[src/sv/sliding_complex_correlator_macros.svh]
// Assertion macros shared by the correlator modules.
`ifndef SLIDING_COMPLEX_CORRELATOR_MACROS_SVH
`define SLIDING_COMPLEX_CORRELATOR_MACROS_SVH

// Same-cycle implication, reset-qualified.
`define SCC_ASSERT_IMPL(lbl, clk, rstn, ante, cons, msg) \
	lbl: assert property (@(posedge clk) disable iff (!(rstn)) (ante) |-> (cons)) \
		else $error(msg);

// Next-cycle implication, reset-qualified.
`define SCC_ASSERT_NEXT(lbl, clk, rstn, ante, cons, msg) \
	lbl: assert property (@(posedge clk) disable iff (!(rstn)) (ante) |=> (cons)) \
		else $error(msg);

`endif

[src/sv/scc_ram.sv]
// Generic single-write, single-read RAM with registered read data.
`timescale 1ns / 1ps

module scc_ram #(
	parameter int WIDTH = 32,
	parameter int DEPTH = 128,
	localparam int AW = $clog2(DEPTH)
) (
	input  logic             clk,
	input  logic             we,
	input  logic [AW-1:0]    waddr,
	input  logic [WIDTH-1:0] wdata,
	input  logic [AW-1:0]    raddr,
	output logic [WIDTH-1:0] rdata
);

	logic [WIDTH-1:0] mem [DEPTH];

	// Write port
	always_ff @(posedge clk) begin
		if (we) begin
			mem[waddr] <= wdata;
		end
	end

	// Registered read port
	always_ff @(posedge clk) begin
		rdata <= mem[raddr];
	end

endmodule

[config.mk]
export PLATFORM = sky130hd
export DESIGN_NAME = scc_ram
export DESIGN_NICKNAME = d
export VERILOG_FILES = /design/src/sv/sliding_complex_correlator_macros.svh /design/src/sv/scc_ram.sv
export SDC_FILE = /design/constraint.sdc
export NUM_CORES = 2
export LEC_CHECK = 0
export ABC_CLOCK_PERIOD_IN_PS = 7750
export BUFFER_PORTS_ARGS = -buffer_cell sky130_fd_sc_hd__buf_2
export CORE_MARGIN = 3
export CORE_UTILIZATION = 35
export DETAILED_ROUTE_END_ITERATION = 7
export SLEW_MARGIN = 10
export SYNTH_ARGS = -nofsm -noshare
export SYNTH_HDL_FRONTEND = slang
export SYNTH_SLANG_ARGS = --single-unit
[constraint.sdc]
create_clock -name clk -period 7.75 [get_ports clk]
set_input_delay 1.55 -clock clk [delete_from_list [all_inputs] [get_ports clk]]
set_output_delay 1.55 -clock clk [all_outputs]
set_load 0.05 [all_outputs]
After elaboration in Yosys (flattened, before gate mapping):

Memory sizes are Yosys's and may differ from the RTL's. A register that Yosys moved wholly into a read port is not among the register bits.
Index checks and enable logic that the tools add are counted.

* add/subtract/negate cells: 0
* multiply operators: 0
* div/mod/pow operators: 0
* $lt $le $gt $ge: 0
* equal/unequal tests: 0
* shift-type cells: 0
* multiplexer cells: 2
* bitwise operators: 0
* reduce and logical (&&, ||, !) cells: 0

Operators by type and width (number)
* $mux 1: 2

* flip-flop bits (word level): 0
* bits in latches: 0
* bits in writable memories: 4096
* ROM bits: 0
* input bits: 48
* output and inout bits: 32
* word-level logic and storage cells: 3
* memories kept: 1

Memory list
* mem: words 128, width 32, read ports 1, clocked after Yosys merged registers in 1, write ports 1, line scc_ram.sv:17 `logic [WIDTH-1:0] mem [DEPTH];`

Logic depth before layout (Yosys ltp):

* depth after elaboration: 2
* mapped depth: 8
* mapped depth without buffers: 4

Worst setup path before layout:

Ideal clock, no wire load.

* kind: input -> register
* start point: input port we
* end point: memory mem[98][0], enable pin
* setup time: 0.461 ns
* data arrival time: 4.328 ns
* data required time: 7.289 ns
* setup slack: 2.961 ns
* stages: 3
* path buffers: 1
* path through: clkbuf_1 -> nand4_1 -> nor3_1

* word-level cells in the longest chain between the ends: 2

Ends and longest elaborated chain
* start, declared: line scc_ram.sv:10 `input logic we,`
* $mux 1: line scc_ram.sv:21 `if (we) begin`
* $mux 1 (implied by the code): line scc_ram.sv:22 `mem[waddr] <= wdata;`
* end, declared: line scc_ram.sv:17

No other way between the ends.

==> results.cfg <==
[cells_and_area]
drive_above_1_share_pct = 35.4
nets = 6443
area_delta_synth_final_pct = 14.4
fin_area_sq_um = 179000

[critical_path]
crit_path_max_fanout = 81
path_cells = buf_12, buf_12, mux4_2, mux4_2, mux4_2, mux2_2
cpPeakStageDelay_ps = 680
cp.arrival_ps = 5220
end_kind = flip-flop
critPathTopFamily = multiplexers
slowest_stage = mux4_2
startpoint_type = input port
cp.buffers_inverters = 2
critPathMostFrequentCell = mux4_2
required_ps = 8520
critical_path_class = in2reg

[floorplan]
ios = 80
initial_core_util_pct = 35.3
dieWidth_um = 674
rows = 244
coreArea_sq_um = 443000
die-area_sq_um = 455000
die_y_um = 674

[sta]
grt_setup_unrepaired = no
period_needed_ps = 4450
worst_pin_slew_ps = 1300
fin_worst_skew_ps = 57.2
setup_viol = 0
hold_viol = 0
max-slew-margin-rel_pct = 13.1
max_freq_mhz = 225
hold_ws_ps = 1090
finalMaxSlewViolations = 0
fin_crit_sh_pct = 57.4
finalSetupTns_ps = 0

[global_route]
grt_antenna_before_repair = 58
grt.total_usage_pct = 18.7
grt_pass1_wl_um = 590000
grt_pass1_vias = 71354
grt.overflow.total = 0
grt_max_degree = 110

[logic_synthesis]
synth_compound_area_share_pct = 0
synthesis.area_sq_um = 156000
ys_ff_latch = 4128
synth_cell_types = 17
muxShareOfSynthArea_pct = 19.6
synth_fp_nets = 6038
synth_cells = 5990
synthAdderAreaFrac_pct = 0
yosysTopAreaCell = edfxtp_1
syn_area_per_cell_sq_um = 26.1
synth_common_cells = 4096 x edfxtp_1, 1344 x mux4_2, 182 x clkbuf_1
synth_edf_count = 4096
yosysMostFrequentCell = edfxtp_1
synthTopCellsByArea = edfxtp_1 79%, mux4_2 19%, clkbuf_1 0.44%
synthSimpleGateAreaFrac_pct = 0.446
synth-seq-area-share_pct = 79.1
synthArstFlopShare_pct = 0
synth_xor_area_share_pct = 0
synth_top_area_share_pct = 78.7
synth_top_family_by_area = multiplexers
synthFlopType = edfxtp_1
ys.warnings.count = 0

[clocking]
cts_tree = yes
cts.repair.resized = 0
path_clk_slew_ps = 60
numCtsBuffers = 403
cts_root_buf = clkbuf_16
cts_setup_buffers = 0
htreeDepth = 5
insertion_delay_ps = 930
cts_hold_buf = 0
cts_buffer_depth = 4
clock_sinks = 4128

[power_and_ir_drop]
pwr-share-seq_pct = 53.7
comb_power_share_pct = 5.4
switching_share_pct = 21.5
p_int_w = 0.0362
p_per_area_nw_per_um2 = 258
switchingPower_w = 0.00993
vdd_drop_max_uv = 189
power.total_w = 0.0461
power_leakage_nw = 53.8
clkPwrFrac_pct = 40.9

[placed_design]
dpl-instance-area_sq_um = 166000
io_buffers = 79
dpl.hpwl_um = 237000
gp_congestion = 0.804

[worst_hold_path]
hp-class = in2reg

[routing]
drt_iter0_drc = 10098
drc = 0
drtAntennaViolNets = 0
vias = 71062
drt_first_pass_iters = 5
wl_per_cell_um = 33.8
via_per_inst = 5.60
routed_wl_um = 429000

[outcome]
status = finished clean

[run]
cap_viol_max_count = 0
[layout by cell type, fill, tap and decap left out, types with 32 or more instances in the layout]
| master | instances |
|---|---|
| edfxtp_1 | 4096 |
| mux4_2 | 1344 |
| clkbuf_16 | 411 |
| buf_4 | 234 |
| nor2_4 | 119 |
| clkbuf_1 | 95 |
| clkinv_1 | 84 |
| clkinv_2 | 77 |
| diode_2 | 59 |
| buf_2 | 40 |
| buf_12 | 38 |
| mux2_2 | 32 |
| dfxtp_1 | 32 |
[sequential cells by signal, indices dropped and copies added, names as in the netlist]
| name | cells |
|---|---|
| rdata | 32 |
| mem | 4096 |
[routing by layer]
metal / track usage, % / part of all wire [%] / up-vias
met5: 0 / 0.029 / -
met4: 5.91 / 3.3 / 18
met3: 3.77 / 9.0 / 615
met2: 30.3 / 49 / 3403
met1: 25.4 / 39 / 39747
li1: - / - / 27279
[worst paths after layout]
kind,cells after the start,to,from,slack [ps]
max,6,rdata[22],raddr[0],3300
min,1,mem[29][22],wdata[22],1090
max reg2reg,4,rdata[22],mem[93][22],5080
min reg2reg,4,rdata[31],mem[71][31],1110
[per-stage QoR]
stage	cells	setup slack [ps]	util, %
2_1_floorplan	5990	2960	-
3_3_place_gp	11894	2340	37.5
3_5_place_dp	11894	2320	37.5
4_1_cts	12624	3300	40.3
5_1_grt	12659	3150	40.3
6_report	12683	3300	40.3
[power by group through the flow]
stage          Clock (W)  Sequential, W  Combinational, W
6_report          0.0188         0.0248           0.00250
5_1_grt           0.0200         0.0247           0.00260
4_1_cts           0.0191         0.0248           0.00252
3_5_place_dp           0         0.0252           0.00252
3_3_place_gp           0         0.0252           0.00248
2_1_floorplan          0         0.0253           0.00119
[area by class of cell]
cell class	instances	area, sq um
clock inverters	214	1760
repair buffers	316	2770
clock buffers	516	10800
fillers	38089	265000
multi-input cells	1546	32300
diodes	59	148
flip-flops and latches	4128	124000
well taps	5904	7390
[logic make-up after synthesis]
logic type	Yosys count
buffers and inverters	316
AND/OR/NAND/NOR	170
multiplexers	1376
flip-flops	4128
No activity file was read; power rests on OpenSTA's default activity.
