<file path="config.mk">
export PLATFORM = sky130hd
export DESIGN_NAME = scc_cell
export DESIGN_NICKNAME = d
export VERILOG_FILES = /design/src/sv/sliding_complex_correlator_macros.svh /design/src/sv/scc_cell.sv
export SDC_FILE = /design/constraint.sdc
export NUM_CORES = 1
export LEC_CHECK = 0
export ABC_CLOCK_PERIOD_IN_PS = 800
export BUFFER_PORTS_ARGS = -buffer_cell sky130_fd_sc_hd__buf_2
export CORE_ASPECT_RATIO = 1.2
export CORE_MARGIN = 3
export CORE_UTILIZATION = 42
export DETAILED_ROUTE_END_ITERATION = 8
export HOLD_SLACK_MARGIN = 0.05
export PLACE_DENSITY = 0.81
export SYNTH_ARGS = -nofsm -noshare
export SYNTH_HDL_FRONTEND = slang
export SYNTH_SLANG_ARGS = --single-unit
</file>
<file path="constraint.sdc">
create_clock -name clk -period 0.8 [get_ports clk]
set_input_delay 0.12 -clock clk [delete_from_list [all_inputs] [get_ports clk]]
set_output_delay 0.12 -clock clk [all_outputs]
set_load 0.03 [all_outputs]
</file>
<file path="src/sv/sliding_complex_correlator_macros.svh">
// Assertion macros shared by the correlator modules.
`ifndef SLIDING_COMPLEX_CORRELATOR_MACROS_SVH
`define SLIDING_COMPLEX_CORRELATOR_MACROS_SVH

// Same-cycle implication, reset-qualified.
`define SCC_ASSERT_IMPL(lbl, clk, rstn, ante, cons, msg) \
	lbl: assert property (@(posedge clk) disable iff (!(rstn)) (ante) |-> (cons)) \
		else $error(msg);

// Next-cycle implication, reset-qualified.
`define SCC_ASSERT_NEXT(lbl, clk, rstn, ante, cons, msg) \
	lbl: assert property (@(posedge clk) disable iff (!(rstn)) (ante) |=> (cons)) \
		else $error(msg);

`endif

</file>
<file path="src/sv/scc_cell.sv">
// One window cell: holds a complex sample and takes its neighbor's on advance.
`timescale 1ns / 1ps

module scc_cell #(
	parameter int WIDTH = 32
) (
	input  logic             clk,
	input  logic             advance,
	input  logic [WIDTH-1:0] d,
	output logic [WIDTH-1:0] q
);

	logic [WIDTH-1:0] smp_q;

	// Take the neighbor's sample, else hold
	always_ff @(posedge clk) begin
		if (advance) begin
			smp_q <= d;
		end
	end

	assign q = smp_q;

endmodule

</file>
# Word level (Yosys, flattened, before mapping)
# Cells that the tools add are included.
totals:
  ff_bits: 32
  output_inout_bits: 32

# Logic depth before layout (Yosys ltp)
# Gate-level depths: netlist (run 1).
depth:
  word_depth: 0
  mapped_depth: 0

# Least setup slack after synthesis (run 1)
# No wires, ideal clock.
synth_timing:
  path_kind: "register to output"
  from: "register smp_q[0], in the netlist q[0]"
  to: "output q[0]"
  arrival_ns: 0.496
  required_time_ns: 0.680
  setup_slack_ns: 0.184
  stages_incl_launch_ff: 1
  n_path_buf: 0
  cell_sequence: "edfxtp_1"
synth_rtl:
  columns: ["item", "line_no", "source"]
  rows:
  - ["start: declaration", "scc_cell.sv:13", "logic [WIDTH-1:0] smp_q;"]
  - ["start signal: assignment", "scc_cell.sv:18", "smp_q <= d;"]
  - ["end: declaration", "scc_cell.sv:10", "output logic [WIDTH-1:0] q"]
# No word-level cell between the ends.

# Final worst setup path (run 1)
layout_timing:
  from: "register smp_q[11], in the netlist q[11]"
  to: "output q[11]"
# No word-level cell between the ends.

==> results of run 1 <==
==> metrics by stage <==
step / power (uW) / util, % / worst slack (ps) / hold WS (ps)
5_1_grt: 3850 / 91.3 / -297 / 182
2_1_floorplan: 2340 / - / 184 / 219
4_1_cts: 3690 / 91.3 / -228 / 185
6_report: 3700 / 91.3 / -239 / 203
3_3_place_gp: 2570 / 64.4 / 77.1 / 297
3_5_place_dp: 2580 / 64.4 / 67.3 / 298
==> cells in the final DEF, fill, tap and decap left out <==
master         instances
buf_2                 33
clkbuf_4               5
buf_12                 2
dlygate4sd3_1         32
buf_6                 32
clkbuf_1               2
edfxtp_1              32
clkinv_1               1
==> cell families (layout without fill, tap and decap cells) <==
logic type,Yosys count,count (layout)
flops,32,32
buf+inv,0,107
==> metal layers <==
layer	vias up	track usage, %
met5	-	0
met4	0	10.7
met3	6	16.2
met2	63	32.7
met1	343	25.1
li1	343	-
==> area by class of cell <==
type	instances	area [sq um]
sequential	32	961
timing repair buffer	99	886
fill	84	184
clock buffer	7	45.0
tap	30	37.5
clock inverter	1	3.75
==> timing repair <==
action	in CTS	in global routing
hold endpoints to repair	32	0
endpoints found under the setup margin	32	32
hold buffers	32	0
gates resized for setup	64	0
==> where the power goes <==
group          switching [uW]  internal [uW]
sequential               63.5           1990
clock                     497            337
combinational             397            408
==> path summary, 6_finish.rpt <==
check | start | end | slack (ps) | depth (start not counted)
worst max-delay path | q[11] | q[11] | -240 | 1
worst min-delay path | advance | q[11] | 200 | 2
==> impl_metrics.ini, run 1 <==
[run_status]
status = complete, but fails checks
violations = negative setup slack

[yosys]
syn-num-nets = 66
ys_warn_count = 0
ys_seq_elements = 32
synthMuxAreaShare_pct = 0
synth_common_cells = edfxtp_1
yosysSeqAreaShare_pct = 100
yosysMostFrequentCell = edfxtp_1
ys.flop_type = edfxtp_1
synth_top_area_cell = edfxtp_1
yosys.area_share.adder_pct = 0
synth_xor_area_share_pct = 0
synth_compound_area_share_pct = 0
synth-edff-count = 32
synth_simple_gate_area_share_pct = 0
yosys.cell_types.count = 1
ys_top_cells_by_area = edfxtp_1
netlist.area_leader.share_pct = 100
synth_area_sq_um = 961
syn_avg_cell_area_sq_um = 30.0
postSynthCellCount = 32
async_reset_ff_share_pct = 0

[routing]
drt_wl_total_um = 2740
vias_per_cell = 4.47
routed.top_layer = met4
ant_nets = 0
first_pass_iters = 4
m1WireLength_um = 1010
vias = 755
remaining_drc_errors = 0
drt_iter0_drc = 28
route.met3.wl_um = 450
wl_per_cell_um = 16.2
wl_met2_um = 1210

[place]
placed_area_sq_um = 1360
gp_congestion = 0.653
port_buffers = 65
dp_cells = 129

[flow_run]
maxCapViolCount = 0

[setup_path]
worst-path-buf-inv = 1
end_kind = output port
cpLargestDelayFamily = flip-flops
crit_chain = buf_6
slowest_stage = edfxtp_1
arrival_ps = 920
slowest_delay_ps = 420
start_kind = flip-flop
cp_max_fo = 1
crit_required_ps = 680
critPathKind = flip-flop to output port

[sta]
finalSetupTns_ps = -6230
timing.fmax_mhz = 962
finalHoldViolations = 0
slew_violations = 0
fin_ws_ps = -239
period_share_pct = 130
finalSetupViolations = 32
min_period_ps = 1040
slew-limit-headroom_pct = 92.7
worst_pin_slew_ps = 110
rsz0062_at_grt = true

[clock_tree]
cts.sinks = 32
clock-root-buffer = clkbuf_4
post-cts-setup-buffer-count = 0
path_clk_slew_ps = 90
cts_made_buffers = 5
tritoncts = done
htreeDepth = 2
clockBufferDepth = 2

[grt]
grt_pass1_wl_um = 4430
gr-usage-all-layers_pct = 22.6
grt_max_degree = 20
grt_pass1_vias = 849
antenna_found_initial = 0
grt-ovfl-total = 0

[power_and_ir_drop]
p_per_area_nw_per_um2 = 1910
vdd_drop_max_mv = 2.03
total_leakage_power_uw = 0.000816

[floorplanning]
core_region_area_sq_um = 2120
initial_core_util_pct = 45.4
io_pins = 66
dieArea_sq_um = 2900
dieWidth_um = 49.7
num_rows = 18
die_y_um = 58.4

[finish]
antenna_cells = 0
final_area_sq_um = 1930
multi_input_area_sq_um = 0
area_growth_syn_to_layout_pct = 101
fin_nets = 172
final_cells = 169
largest_reg_flops = 32
multi_input_comb_cells = 0
layout-drive-gt1-share_pct = 51.8

[min_path]
hp-class = input pin to flip-flop
Power figures use the tool's default switching activity.
==> run 2: changes to the inputs <==
--- a/config.mk
+++ b/config.mk
@@ -5,14 +5,15 @@
 export SDC_FILE = /design/constraint.sdc
 export NUM_CORES = 1
 export LEC_CHECK = 0
-export ABC_CLOCK_PERIOD_IN_PS = 800
+export ABC_CLOCK_PERIOD_IN_PS = 1000
 export BUFFER_PORTS_ARGS = -buffer_cell sky130_fd_sc_hd__buf_2
 export CORE_ASPECT_RATIO = 1.2
 export CORE_MARGIN = 3
-export CORE_UTILIZATION = 42
+export CORE_UTILIZATION = 39
 export DETAILED_ROUTE_END_ITERATION = 8
 export HOLD_SLACK_MARGIN = 0.05
-export PLACE_DENSITY = 0.81
+export PLACE_DENSITY = 0.76
+export RECOVER_POWER = 100
 export SYNTH_ARGS = -nofsm -noshare
 export SYNTH_HDL_FRONTEND = slang
 export SYNTH_SLANG_ARGS = --single-unit
==> constraint.sdc (replaced) <==
create_clock -name clk -period 1 [get_ports clk]
set_input_delay 0.15 -clock clk [delete_from_list [all_inputs] [get_ports clk]]
set_output_delay 0.15 -clock clk [all_outputs]
set_load 0.03 [all_outputs]
==> impl_metrics.ini, run 2 (synthesis gave the netlist of run 1 again) <==
[finish]
multi_input_comb_cells = 0
layout-drive-gt1-share_pct = 47.8
layout_common_cells = dlygate4sd3_1, buf_6, edfxtp_1
nFillCells = 116
largest_reg_flops = 32
finish.utilization_pct = 82.3
antenna_cells = 0
fin_nets = 171
area.sequential_sq_um = 961
area_growth_syn_to_layout_pct = 99.6
multi_input_area_sq_um = 0

[routing]
wl_per_cell_um = 16.8
vias = 729
drt_iter0_drc = 22
vias_per_cell = 4.31
remaining_drc_errors = 0
first_pass_iters = 3
drt_wl_total_um = 2830
ant_nets = 0

[setup_path]
end_kind = output port
critPathKind = flip-flop to output port
crit_end = q[21]
worst-path-buf-inv = 1
crit_required_ps = 850
critPathLaunch = q[21]
cpLargestDelayFamily = flip-flops
critical_path_depth = 1
crit_chain = buf_6
slowest_delay_ps = 420
cp_max_fo = 1
slowest_stage = edfxtp_1
start_kind = flip-flop
arrival_ps = 890

[grt]
grt-ovfl-total = 0
antenna_found_initial = 0
grt_max_degree = 33
grt_pass1_wl_um = 4250
grt_pass1_vias = 784
gr-usage-all-layers_pct = 20.0

[sta]
period_share_pct = 104
worst_pin_slew_ps = 755
slew_violations = 0
timing.fmax_mhz = 965
finalSetupViolations = 20
fin_ws_ps = -36.7
finalHoldViolations = 0
slew-limit-headroom_pct = 49.7
rsz0062_at_grt = true
min_period_ps = 1040

[clock_tree]
tritoncts = done
post-cts-setup-buffer-count = 0
htreeDepth = 2
cts_made_buffers = 5
path_clk_slew_ps = 100
clockBufferDepth = 2
cts.sinks = 32
clock-root-buffer = clkbuf_4

[min_path]
hp-class = input pin to flip-flop
hp-start = d[2]

[place]
pre_cts_slack_ps = 237
port_buffers = 65
gp_congestion = 0.655

[floorplanning]
io_pins = 66
num_rows = 19
die_y_um = 60.4
dieWidth_um = 51.3
initial_core_util_pct = 41.2
dieArea_sq_um = 3100
core_region_area_sq_um = 2330

[run_status]
violations = negative setup slack
status = complete, but fails checks

[power_and_ir_drop]
total_leakage_power_uw = 0.000797
vdd_drop_max_mv = 1.38
finalPower_uw = 3200
p_per_area_nw_per_um2 = 1670

[flow_run]
maxCapViolCount = 0
run 2: final cells by class:
type,count,area share (%)
Clock buffer,6,2.15
Clock inverter,2,1.83
Sequential cell,32,50.1
Tap cell,31,2.02
Timing Repair Buffer,98,43.9
run 2: repair_timing:
item,CTS,global route
gates resized for setup,64,0
endpoints found under the hold margin,32,0
hold buffers,32,0
endpoints found under the setup margin,32,32
run 2: how the worst min path moves through the flow:
| stage | cells after the start | to |
|---|---|---|
| floorplan | 0 | q[0] |
| global placement | 1 | q[23] |
| detailed placement | 1 | q[7] |
| CTS | 2 | q[11] |
| global route | 2 | q[2] |
| finish | 2 | q[2] |
run 2: routing by layer:
layer	up-vias	share of wire (%)	global-route usage, %
li1	337	-	-
met4	0	0.49	6.37
met5	-	0	0
met1	321	39	24.0
met2	67	43	30.8
met3	4	18	11.5
run 2: where the power goes:
group / internal (uW) / leakage (uW) / switching (uW)
clock: 524 / 0.0000422 / 400
sequential: 1600 / 0.000313 / 50.8
combinational: 308 / 0.000442 / 320
run 2: metrics by stage:
| stage | TNS [ps] | instances | area [sq um] | hold WS (ps) |
|---|---|---|---|---|
| 5_1_grt | -1540 | 169 | 1920 | 543 |
| 3_5_place_dp | 0 | 129 | 1350 | 328 |
| 4_1_cts | -620 | 169 | 1940 | 261 |
| 6_report | -295 | 169 | 1920 | 549 |
| 3_3_place_gp | 0 | 129 | 1350 | 326 |
| 2_1_floorplan | 0 | 32 | 961 | 249 |
