[src/sv/sliding_complex_correlator_macros.svh]
// Assertion macros shared by the correlator modules.
`ifndef SLIDING_COMPLEX_CORRELATOR_MACROS_SVH
`define SLIDING_COMPLEX_CORRELATOR_MACROS_SVH

// Same-cycle implication, reset-qualified.
`define SCC_ASSERT_IMPL(lbl, clk, rstn, ante, cons, msg) \
	lbl: assert property (@(posedge clk) disable iff (!(rstn)) (ante) |-> (cons)) \
		else $error(msg);

// Next-cycle implication, reset-qualified.
`define SCC_ASSERT_NEXT(lbl, clk, rstn, ante, cons, msg) \
	lbl: assert property (@(posedge clk) disable iff (!(rstn)) (ante) |=> (cons)) \
		else $error(msg);

`endif

[src/sv/scc_pkg.sv]
// Shared constants and types of the sliding complex correlator.
`timescale 1ns / 1ps

package scc_pkg;

	// Default sizes
	localparam int MAX_REF_LEN_DEF = 128;
	localparam int SAMPLE_BITS_DEF = 16;
	localparam int POS_W           = 32;

	// Input item operations
	typedef enum logic [1:0] {
		OP_LOAD    = 2'd0,
		OP_SAMPLE  = 2'd1,
		OP_RESTART = 2'd2
	} op_t;

	// Correlator control states
	typedef enum logic [2:0] {
		ST_IDLE = 3'b001,
		ST_ACC  = 3'b010,
		ST_MAG  = 3'b100
	} ctl_state_t;

	// Magnitude unit states
	typedef enum logic [2:0] {
		MS_IDLE = 3'b001,
		MS_SQR  = 3'b010,
		MS_ROOT = 3'b100
	} mag_state_t;

endpackage

[src/sv/scc_mag.sv]
// Magnitude unit: split-product power of a complex sum, then digit-by-digit square root.
`timescale 1ns / 1ps

`include "sliding_complex_correlator_macros.svh"

module scc_mag
	import scc_pkg::*;
#(
	parameter int ABS_W = 39
) (
	input  logic                    clk,
	input  logic                    arst_n,
	input  logic                    start,
	input  logic signed [ABS_W:0]   sr,
	input  logic signed [ABS_W:0]   si,
	output logic                    res_valid,
	output logic [ABS_W-1:0]        res
);

	localparam int HW   = (ABS_W + 1) / 2;
	localparam int PW   = 2 * ABS_W;
	localparam int RMW  = ABS_W + 3;
	localparam int IT_W = $clog2(ABS_W);
	localparam logic [2:0] SQ_LAST = 3'd6;

	mag_state_t        state_q;
	logic [2:0]        stp_q;
	logic [IT_W-1:0]   it_q;
	logic              pv_s1;
	logic [2:0]        kind_s1;
	logic [2*HW-1:0]   prod_s1;
	logic [ABS_W-1:0]  abs_r_q;
	logic [ABS_W-1:0]  abs_i_q;
	logic [PW-1:0]     pwr_q;
	logic [RMW-1:0]    rem_q;
	logic [ABS_W-1:0]  root_q;
	logic              res_valid_q;

	logic [HW-1:0]     op_x;
	logic [HW-1:0]     op_y;
	logic              issue;
	logic [PW-1:0]     pp_shift;
	logic [RMW-1:0]    cand;
	logic [RMW-1:0]    trial;
	logic              fits;
	logic              last_it;

	// Pick the partial product for this step: lo*lo, hi*lo (doubled), hi*hi
	always_comb begin
		op_x = '0;
		op_y = '0;
		case (stp_q)
			3'd0: begin
				op_x = abs_r_q[HW-1:0];
				op_y = abs_r_q[HW-1:0];
			end
			3'd1: begin
				op_x = HW'(abs_r_q[ABS_W-1:HW]);
				op_y = abs_r_q[HW-1:0];
			end
			3'd2: begin
				op_x = HW'(abs_r_q[ABS_W-1:HW]);
				op_y = HW'(abs_r_q[ABS_W-1:HW]);
			end
			3'd3: begin
				op_x = abs_i_q[HW-1:0];
				op_y = abs_i_q[HW-1:0];
			end
			3'd4: begin
				op_x = HW'(abs_i_q[ABS_W-1:HW]);
				op_y = abs_i_q[HW-1:0];
			end
			3'd5: begin
				op_x = HW'(abs_i_q[ABS_W-1:HW]);
				op_y = HW'(abs_i_q[ABS_W-1:HW]);
			end
			default: begin
				op_x = '0;
				op_y = '0;
			end
		endcase
	end

	assign issue = (state_q == MS_SQR) && (stp_q != SQ_LAST);

	// Weight the registered partial product
	always_comb begin
		case (kind_s1) inside
			3'd1, 3'd4: pp_shift = PW'(prod_s1) << (HW + 1);
			3'd2, 3'd5: pp_shift = PW'(prod_s1) << (2 * HW);
			default:    pp_shift = PW'(prod_s1);
		endcase
	end

	// One root digit per cycle
	assign cand    = {rem_q[RMW-3:0], pwr_q[PW-1 -: 2]};
	assign trial   = RMW'({root_q, 2'b01});
	assign fits    = (cand >= trial);
	assign last_it = (it_q == IT_W'(ABS_W - 1));

	// Control
	always_ff @(posedge clk or negedge arst_n) begin
		if (!arst_n) begin
			state_q     <= MS_IDLE;
			stp_q       <= '0;
			it_q        <= '0;
			pv_s1       <= 1'b0;
			res_valid_q <= 1'b0;
		end else begin
			pv_s1 <= issue;
			unique case (state_q)
				MS_IDLE: begin
					if (start) begin
						state_q     <= MS_SQR;
						stp_q       <= '0;
						res_valid_q <= 1'b0;
					end
				end
				MS_SQR: begin
					if (stp_q == SQ_LAST) begin
						state_q <= MS_ROOT;
						it_q    <= '0;
					end else begin
						stp_q <= stp_q + 3'd1;
					end
				end
				MS_ROOT: begin
					it_q <= it_q + IT_W'(1);
					if (last_it) begin
						state_q     <= MS_IDLE;
						res_valid_q <= 1'b1;
					end
				end
				default: state_q <= MS_IDLE;
			endcase
		end
	end

	// Datapath
	always_ff @(posedge clk) begin
		if (start && (state_q == MS_IDLE)) begin
			abs_r_q <= sr[ABS_W] ? ABS_W'(-sr) : ABS_W'(sr);
			abs_i_q <= si[ABS_W] ? ABS_W'(-si) : ABS_W'(si);
			pwr_q   <= '0;
		end else if (state_q == MS_ROOT) begin
			pwr_q <= pwr_q << 2;
		end else if (pv_s1) begin
			pwr_q <= pwr_q + pp_shift;
		end
		prod_s1 <= op_x * op_y;
		kind_s1 <= stp_q;
		if (state_q == MS_SQR && stp_q == SQ_LAST) begin
			rem_q  <= '0;
			root_q <= '0;
		end else if (state_q == MS_ROOT) begin
			rem_q  <= fits ? (cand - trial) : cand;
			root_q <= {root_q[ABS_W-2:0], fits};
		end
	end

	assign res_valid = res_valid_q;
	assign res       = root_q;

	`SCC_ASSERT_IMPL(a_start_idle, clk, arst_n, start, state_q == MS_IDLE, "start while busy")
	`SCC_ASSERT_IMPL(a_valid_idle, clk, arst_n, res_valid_q, state_q == MS_IDLE, "result valid while busy")
	`SCC_ASSERT_NEXT(a_root_done, clk, arst_n, (state_q == MS_ROOT) && last_it, res_valid_q, "root end without result")

endmodule

[config.mk]
export PLATFORM = sky130hd
export DESIGN_NAME = scc_mag
export DESIGN_NICKNAME = d
export VERILOG_FILES = /design/src/sv/scc_pkg.sv /design/src/sv/scc_mag.sv
export VERILOG_INCLUDE_DIRS = /design/src /design/src/sv
export SDC_FILE = /design/constraint.sdc
export NUM_CORES = 2
export LEC_CHECK = 0
export BUFFER_PORTS_ARGS = -buffer_cell sky130_fd_sc_hd__buf_2
export CAP_MARGIN = 15
export CORE_MARGIN = 2
export CORE_UTILIZATION = 45
export CTS_CLUSTER_DIAMETER = 50
export CTS_CLUSTER_SIZE = 40
export DETAILED_ROUTE_END_ITERATION = 10
export REMOVE_ABC_BUFFERS = 1
export SYNTH_ARGS = -nofsm -noshare
export SYNTH_HDL_FRONTEND = slang
export SYNTH_SLANG_ARGS = --single-unit
[constraint.sdc]
create_clock -name clk -period 14 [get_ports clk]
set_clock_uncertainty 0.15 [all_clocks]
set_input_delay 0.7 -clock clk [delete_from_list [all_inputs] [get_ports clk]]
set_output_delay 0.7 -clock clk [all_outputs]
set_load 0.01 [all_outputs]
Word level (Yosys, flattened, before mapping)

Cells that the tools add are included.

Flip-flop bits (word level): 292
Input bits: 83
Output and inout port bits: 40
Word-level logic and storage cells: 80

Add/sub/neg operators: 6
$mul: 1
Magnitude comparators: 1
Equality and inequality tests: 19
Mux-type cells: 21
Reduce and logical (&&, ||, !) cells: 19

Operator list:

| operator            | number |
|---|---|
| $mux 78             | 4 |
| $pmux 20 s4         | 2 |
| $add 78x78->78      | 1 |
| $mux 39             | 2 |
| $neg 39->39         | 2 |
| $ge 42x41->1        | 1 |
| $mul 20x20->40      | 1 |
| $mux 40             | 1 |
| $sub 40x40->40      | 1 |
| $eq 3x3->1 const B  | 6 |
| $mux 3              | 5 |
| $reduce_or 2->1     | 7 |
| $eq 3x2->1 const B  | 4 |
| $pmux 6 s2          | 1 |
| $eq 3x1->1 const B  | 3 |
| $pmux 3 s3          | 1 |
| $reduce_and 3->1    | 3 |
| $reduce_bool 2->1   | 4 |
| $add 6x1->6 const B | 1 |
| $eq 6x6->1 const B  | 1 |
| $mux 6              | 1 |
| $ne 2x2->1 const B  | 3 |
| $pmux 3 s2          | 1 |
| $add 3x1->3 const B | 1 |
| other kinds (7)     | 10 |

Logic depth before layout (Yosys ltp)

Depth after elaboration: 7
Depth in mapped cells: 35

Worst setup path before layout

No wires, ideal clock.

Kind: register to register
Start: reg stp_q[0]
End: reg prod_s1[35]
Library setup time: 72 ps
Arrival: 8335 ps
Data required time: 13778 ps
Path slack: 5443 ps
Cell stages (with the launch flop): 33
Clock period less this slack: 8557 ps
Cell sequence: dfrtp_1 > inv_1 > ha_1 > mux2_2 > clkbuf_1 > buf_1 > nand2_1 > nand2_1 > clkbuf_1 > nand2_1 > fa_1 > inv_1 > fa_1 > inv_1 > fa_1 > inv_1 > fa_1 > fa_1 > fa_1 > inv_1 > fa_1 > inv_1 > ha_1 > a21o_1 > a21oi_1 > o21ai_0 > a221o_1 > a211oi_1 > o311ai_1 > a21o_1 > a211o_1 > a21oi_1 > xnor2_1

Cells in the longest elaborated chain, start to end: 4
Elaborated cells on any way between the ends: 13

Ends and longest elaborated chain:

| element                                  | RTL line       | text |
|---|---|---|
| start, declared                          | scc_mag.sv:27  | `logic [2:0] stp_q;` |
| start signal, assigned                   | scc_mag.sv:124 | `stp_q <= stp_q + 3'd1;` |
| $eq 3x3->1, or another cell as far along | scc_mag.sv:52  | `case (stp_q)` |
| $reduce_or 2->1 (no line)                | -              |  |
| $pmux 20 s4                              | scc_mag.sv:52  |  |
| $mul 20x20->40 *                         | scc_mag.sv:150 | `prod_s1 <= op_x * op_y;` |
| end signal, assigned                     | scc_mag.sv:150 |  |
| end, declared                            | scc_mag.sv:31  | `logic [2*HW-1:0] prod_s1;` |

Every way passes the cells marked *; elsewhere a longest branch is shown, timed or not.
A chain may end at the register's enable or synchronous reset.

Final worst setup path

Start: reg stp_q[2]
End: reg prod_s1[37]

Same word-level chain as after synthesis.

==> results.md <==
- The count of yosys warnings during synthesis is 0.
- Summed over its instances, the top area cell type makes up 19.1% of the synthesized netlist area.
- The number of rows in the core area is 100.
- The remaining number of nets flagged by the antenna check after routing is 0.
- STA classifies the critical path startpoint as a flop.
- The number of violations reported at the end of detailed-routing iteration 0 is about 2200.
- The first global-routing pass estimated ~160 mm of wire.
- In this run the horizontal extent of the chip is 277 um.
- The count of buffers added on input and output ports is 122.
- The pin count of the biggest net entering global routing is around 110.
- The number of instances on the worst hold path is 1.
- The finished layout holds 5020 standard cells, fillers aside.
- The cell with the biggest individual delay on the critical path is sky130_fd_sc_hd__a2111oi_0.
- The path with the worst hold slack has its endpoint at abs_i_q[0].
- The initial antenna violation count was 0.
- The mapped netlist covers 33600 um^2.
- The worst hold path begins at si[0].
- The classification of the worst setup path is flop to flop.
- Across the run, the number of max-cap violations was 0.
- The family with the most delay on the worst path is adder cells.
- The reg2reg setup slack is 4550 ps.
- Detailed routing placed a total of 7.23 mm of wire on met3.
- The cell count after synthesis is 4015.
- The critical path buffer and inverter count is 8.
- The die is 277 um tall.
- The clock-pin slew of the registers on the worst-case setup and hold paths is about 70 ps.
- The number of setup buffers added after CTS is 0.
- Dividing the final minimum period by the clock period gives 67.5%.
- The setup violation total in the final timing report is 0.
- The most frequent cell on the critical path is sky130_fd_sc_hd__inv_1.
- The core region is approximately 74000 um^2.
- The worst reg-to-reg path cell count is 29.
- The data arrival at the endpoint of the critical path is 9830 ps.
- The largest single stage delay on the critical path is between 700 and 800 ps.
- The via count of the first global-routing pass is 27900.
- The number of top-level pins is 123.
- The mean post-synth cell area is 8.36 um^2.
- Global routing consumed, over all layers together, 25.8% of the routing resources.
- The largest total area in the synthesized netlist belongs to sky130_fd_sc_hd__fa_1.
- At the pin with the least slew margin, the transition time is 1010 ps.
- The HPWL after detailed placement is 77.6 mm.
- The register area share after synthesis is 19.9%.
- After synthesis, the cell types taking the most area are sky130_fd_sc_hd__fa_1 19%, sky130_fd_sc_hd__dfxtp_1 12%, sky130_fd_sc_hd__ha_1 10%, sky130_fd_sc_hd__edfxtp_1 7.0%, sky130_fd_sc_hd__inv_1 5.2%.
- The worst setup path is captured at a flop.
- The commonest register cell after synthesis is sky130_fd_sc_hd__dfxtp_1.
- Hold timing on the final database bottoms out at a slack of 202 ps.
- Once placement completed, the tool counted placed cells totaling 4935.
- The initial utilization of the core area, before any placement, comes to a little under half.
- The area of the die is 76800 um^2.
- In this run, CTS created clock tree buffers numbering 46.
- From synthesis to final layout, the design area changed by 9.04%.
- The number of buffers between clock root and the deepest sink is 3.
- The final period demand of the worst path is approximately 9500 ps.
- The final layout contains 4696 nets.
- The top layer used by detailed routing is met4.
- The number of iterations in the first detailed-routing pass is 9.
- For this run the aggregate overflow at the end of global routing stands at 0.
- The final number of max-transition violations came to 0.
- After synthesis, the netlist uses 94 different library cells.
- The number of antenna repair diodes is 0.
- The CTS tree is done.
- The routed length on met1 is 46.5 mm.
- The final estimated routing congestion in global placement is 0.963.
- The number of hold violations in the final report is 0.
- The number of flops mapped to enable cells by yosys is 78.
- In this run the worst hold path is classified as input pin to flop.
- The clock network latency to the later pin of the worst-skew pair is around 600 ps.
- The clock sink total is just under 300.
- Setup repair after global routing left no endpoint under its margin.
- In the final layout, the share of cells above drive strength 1 is 7.65%.
- In this run the number of H-tree levels came out at 2.
- Buffers inserted to repair hold after CTS numbered 1.
- The final-layout setup total negative slack is 0 ps.
- The capture point of the worst reg-to-reg path is prod_s1[37].
- The routed design has 100 mm of wire.
- The number of resized instances in the post-cts repair step is 0.
- The worst path required time is 14370 ps.
- Of all nets on the critical path, the largest fanout is 21.
- The worst register-to-register path begins at stp_q[2].
- The maximum clock frequency is 106 MHz.
- Dividing the detail-routed wire length by the instance count gives 19.9 um.
- In the synthesized netlist the async set-or-reset flop fraction comes to 4.79%.
- In the routed design, unresolved DRC markers number 0.
- In this run the clock root is driven by a sky130_fd_sc_hd__clkbuf_16.
- The count of state elements after synthesis is just under 300.
- In this run the tightest slew margin relative to its limit is 32.3%.
- The via-per-instance ratio is 5.71.
- The flow ran to the end, and the final reports show no timing, DRC or antenna violations.
- The amount of wire on met2 after detailed routing is approximately 43 mm.
- The final route contains 28700 vias.
[Yosys cell counts (10+ instances only)]
cell type                    n
sky130_fd_sc_hd__buf_1      12
sky130_fd_sc_hd__nand2_1   458
sky130_fd_sc_hd__dfxtp_1   200
sky130_fd_sc_hd__or3_1      21
sky130_fd_sc_hd__a21o_1     80
sky130_fd_sc_hd__o211ai_1   16
sky130_fd_sc_hd__mux2i_1    67
sky130_fd_sc_hd__and2_1     56
sky130_fd_sc_hd__inv_1     465
sky130_fd_sc_hd__xor2_1     51
sky130_fd_sc_hd__xnor2_1   159
sky130_fd_sc_hd__or4_1      13
sky130_fd_sc_hd__ha_1      277
sky130_fd_sc_hd__nand4_1    43
sky130_fd_sc_hd__a211oi_1   47
sky130_fd_sc_hd__o21a_1     27
sky130_fd_sc_hd__a22o_1     45
sky130_fd_sc_hd__o21ai_0   227
sky130_fd_sc_hd__nand3_1   119
sky130_fd_sc_hd__a21oi_1   265
sky130_fd_sc_hd__fa_1      321
sky130_fd_sc_hd__a222oi_1   18
sky130_fd_sc_hd__edfxtp_1   78
sky130_fd_sc_hd__nor3_1     33
sky130_fd_sc_hd__o31ai_1    37
sky130_fd_sc_hd__nor2b_1    16
sky130_fd_sc_hd__clkbuf_1  191
sky130_fd_sc_hd__nand2b_1   30
sky130_fd_sc_hd__dfrtp_1    13
sky130_fd_sc_hd__o21bai_1   29
sky130_fd_sc_hd__nor2_1    320
sky130_fd_sc_hd__a221oi_1   23
sky130_fd_sc_hd__a31oi_1    28
sky130_fd_sc_hd__or2_2      10
sky130_fd_sc_hd__o41ai_1    11
sky130_fd_sc_hd__and3_1     23
sky130_fd_sc_hd__a221o_1    20
[layer usage]
metal,vias to the layer above,track usage (%)
li1,13800,-
met1,13700,36.7
met2,1024,39.4
met3,187,4.48
met4,0,8.85
met5,-,0
[cell type report]
type	count	area [um^2]
sequential	292	6700
tap	969	1210
multi-input combinational	3037	24300
inverter	467	1760
clock buffer	49	1180
timing repair buffer	171	981
clock inverter	35	470
fill	7175	37600
[worst max-delay path by stage]
stage / from / endpoint / slack (ps) / cells after the start
finish: stp_q[2] / prod_s1[37] / 4550 / 29
global route: stp_q[1] / prod_s1[37] / 3960 / 30
CTS: stp_q[2] / prod_s1[37] / 4580 / 29
detailed placement: stp_q[2] / prod_s1[37] / 4610 / 29
global placement: stp_q[1] / prod_s1[35] / 4710 / 29
floorplan: stp_q[0] / prod_s1[35] / 4980 / 29
[stage by stage]
| stage | utilization, % | area [um^2] | worst slack [ps] |
|---|---|---|---|
| floorplan | - | 32700 | 4980 |
| global placement | 47.1 | 35000 | 4710 |
| detailed placement | 47.1 | 35000 | 4610 |
| CTS | 49.4 | 36600 | 4580 |
| global route | 49.4 | 36600 | 3960 |
| finish | 49.4 | 36600 | 4550 |
[logic make-up after synthesis]
logic type | count (synthesis) | synth area share (%)
XOR/XNOR | 210 | 5.48
adder cells (fa/ha/maj) | 598 | 29.5
AND/OR/NAND/NOR | 1192 | 16.3
AO/OA/AOI/OAI | 965 | 18.9
flip-flops | 292 | 19.9
buffers and inverters | 686 | 7.80
multiplexers | 72 | 2.16
[registers in the layout, indices dropped and copies added, names as in the netlist]
register   flops
abs_r_q       39
kind_s1        3
prod_s1       40
pv_s1          1
res_valid      1
pwr_q         78
abs_i_q       39
it_q           6
rem_q         40
res           39
stp_q          3
state_q        3
[placed cells by master, fill, tap and decap left out, drive strengths merged, types with 57 or more instances in the layout]
| cell type | netlist | layout |
|---|---|---|
| nor2 | 320 | 320 |
| and2 | 57 | 57 |
| a21o | 80 | 80 |
| nand3 | 122 | 122 |
| fa | 321 | 321 |
| edfxtp | 78 | 78 |
| xnor2 | 159 | 159 |
| buf | 26 | 170 |
| o21ai | 230 | 230 |
| nand2 | 458 | 458 |
| dfxtp | 200 | 200 |
| ha | 277 | 277 |
| inv | 467 | 478 |
| mux2i | 67 | 67 |
| a21oi | 265 | 265 |
Power is left out: the tool's default activity adds up to more than one toggle a clock period on the data nets, which glitch-free logic cannot reach.
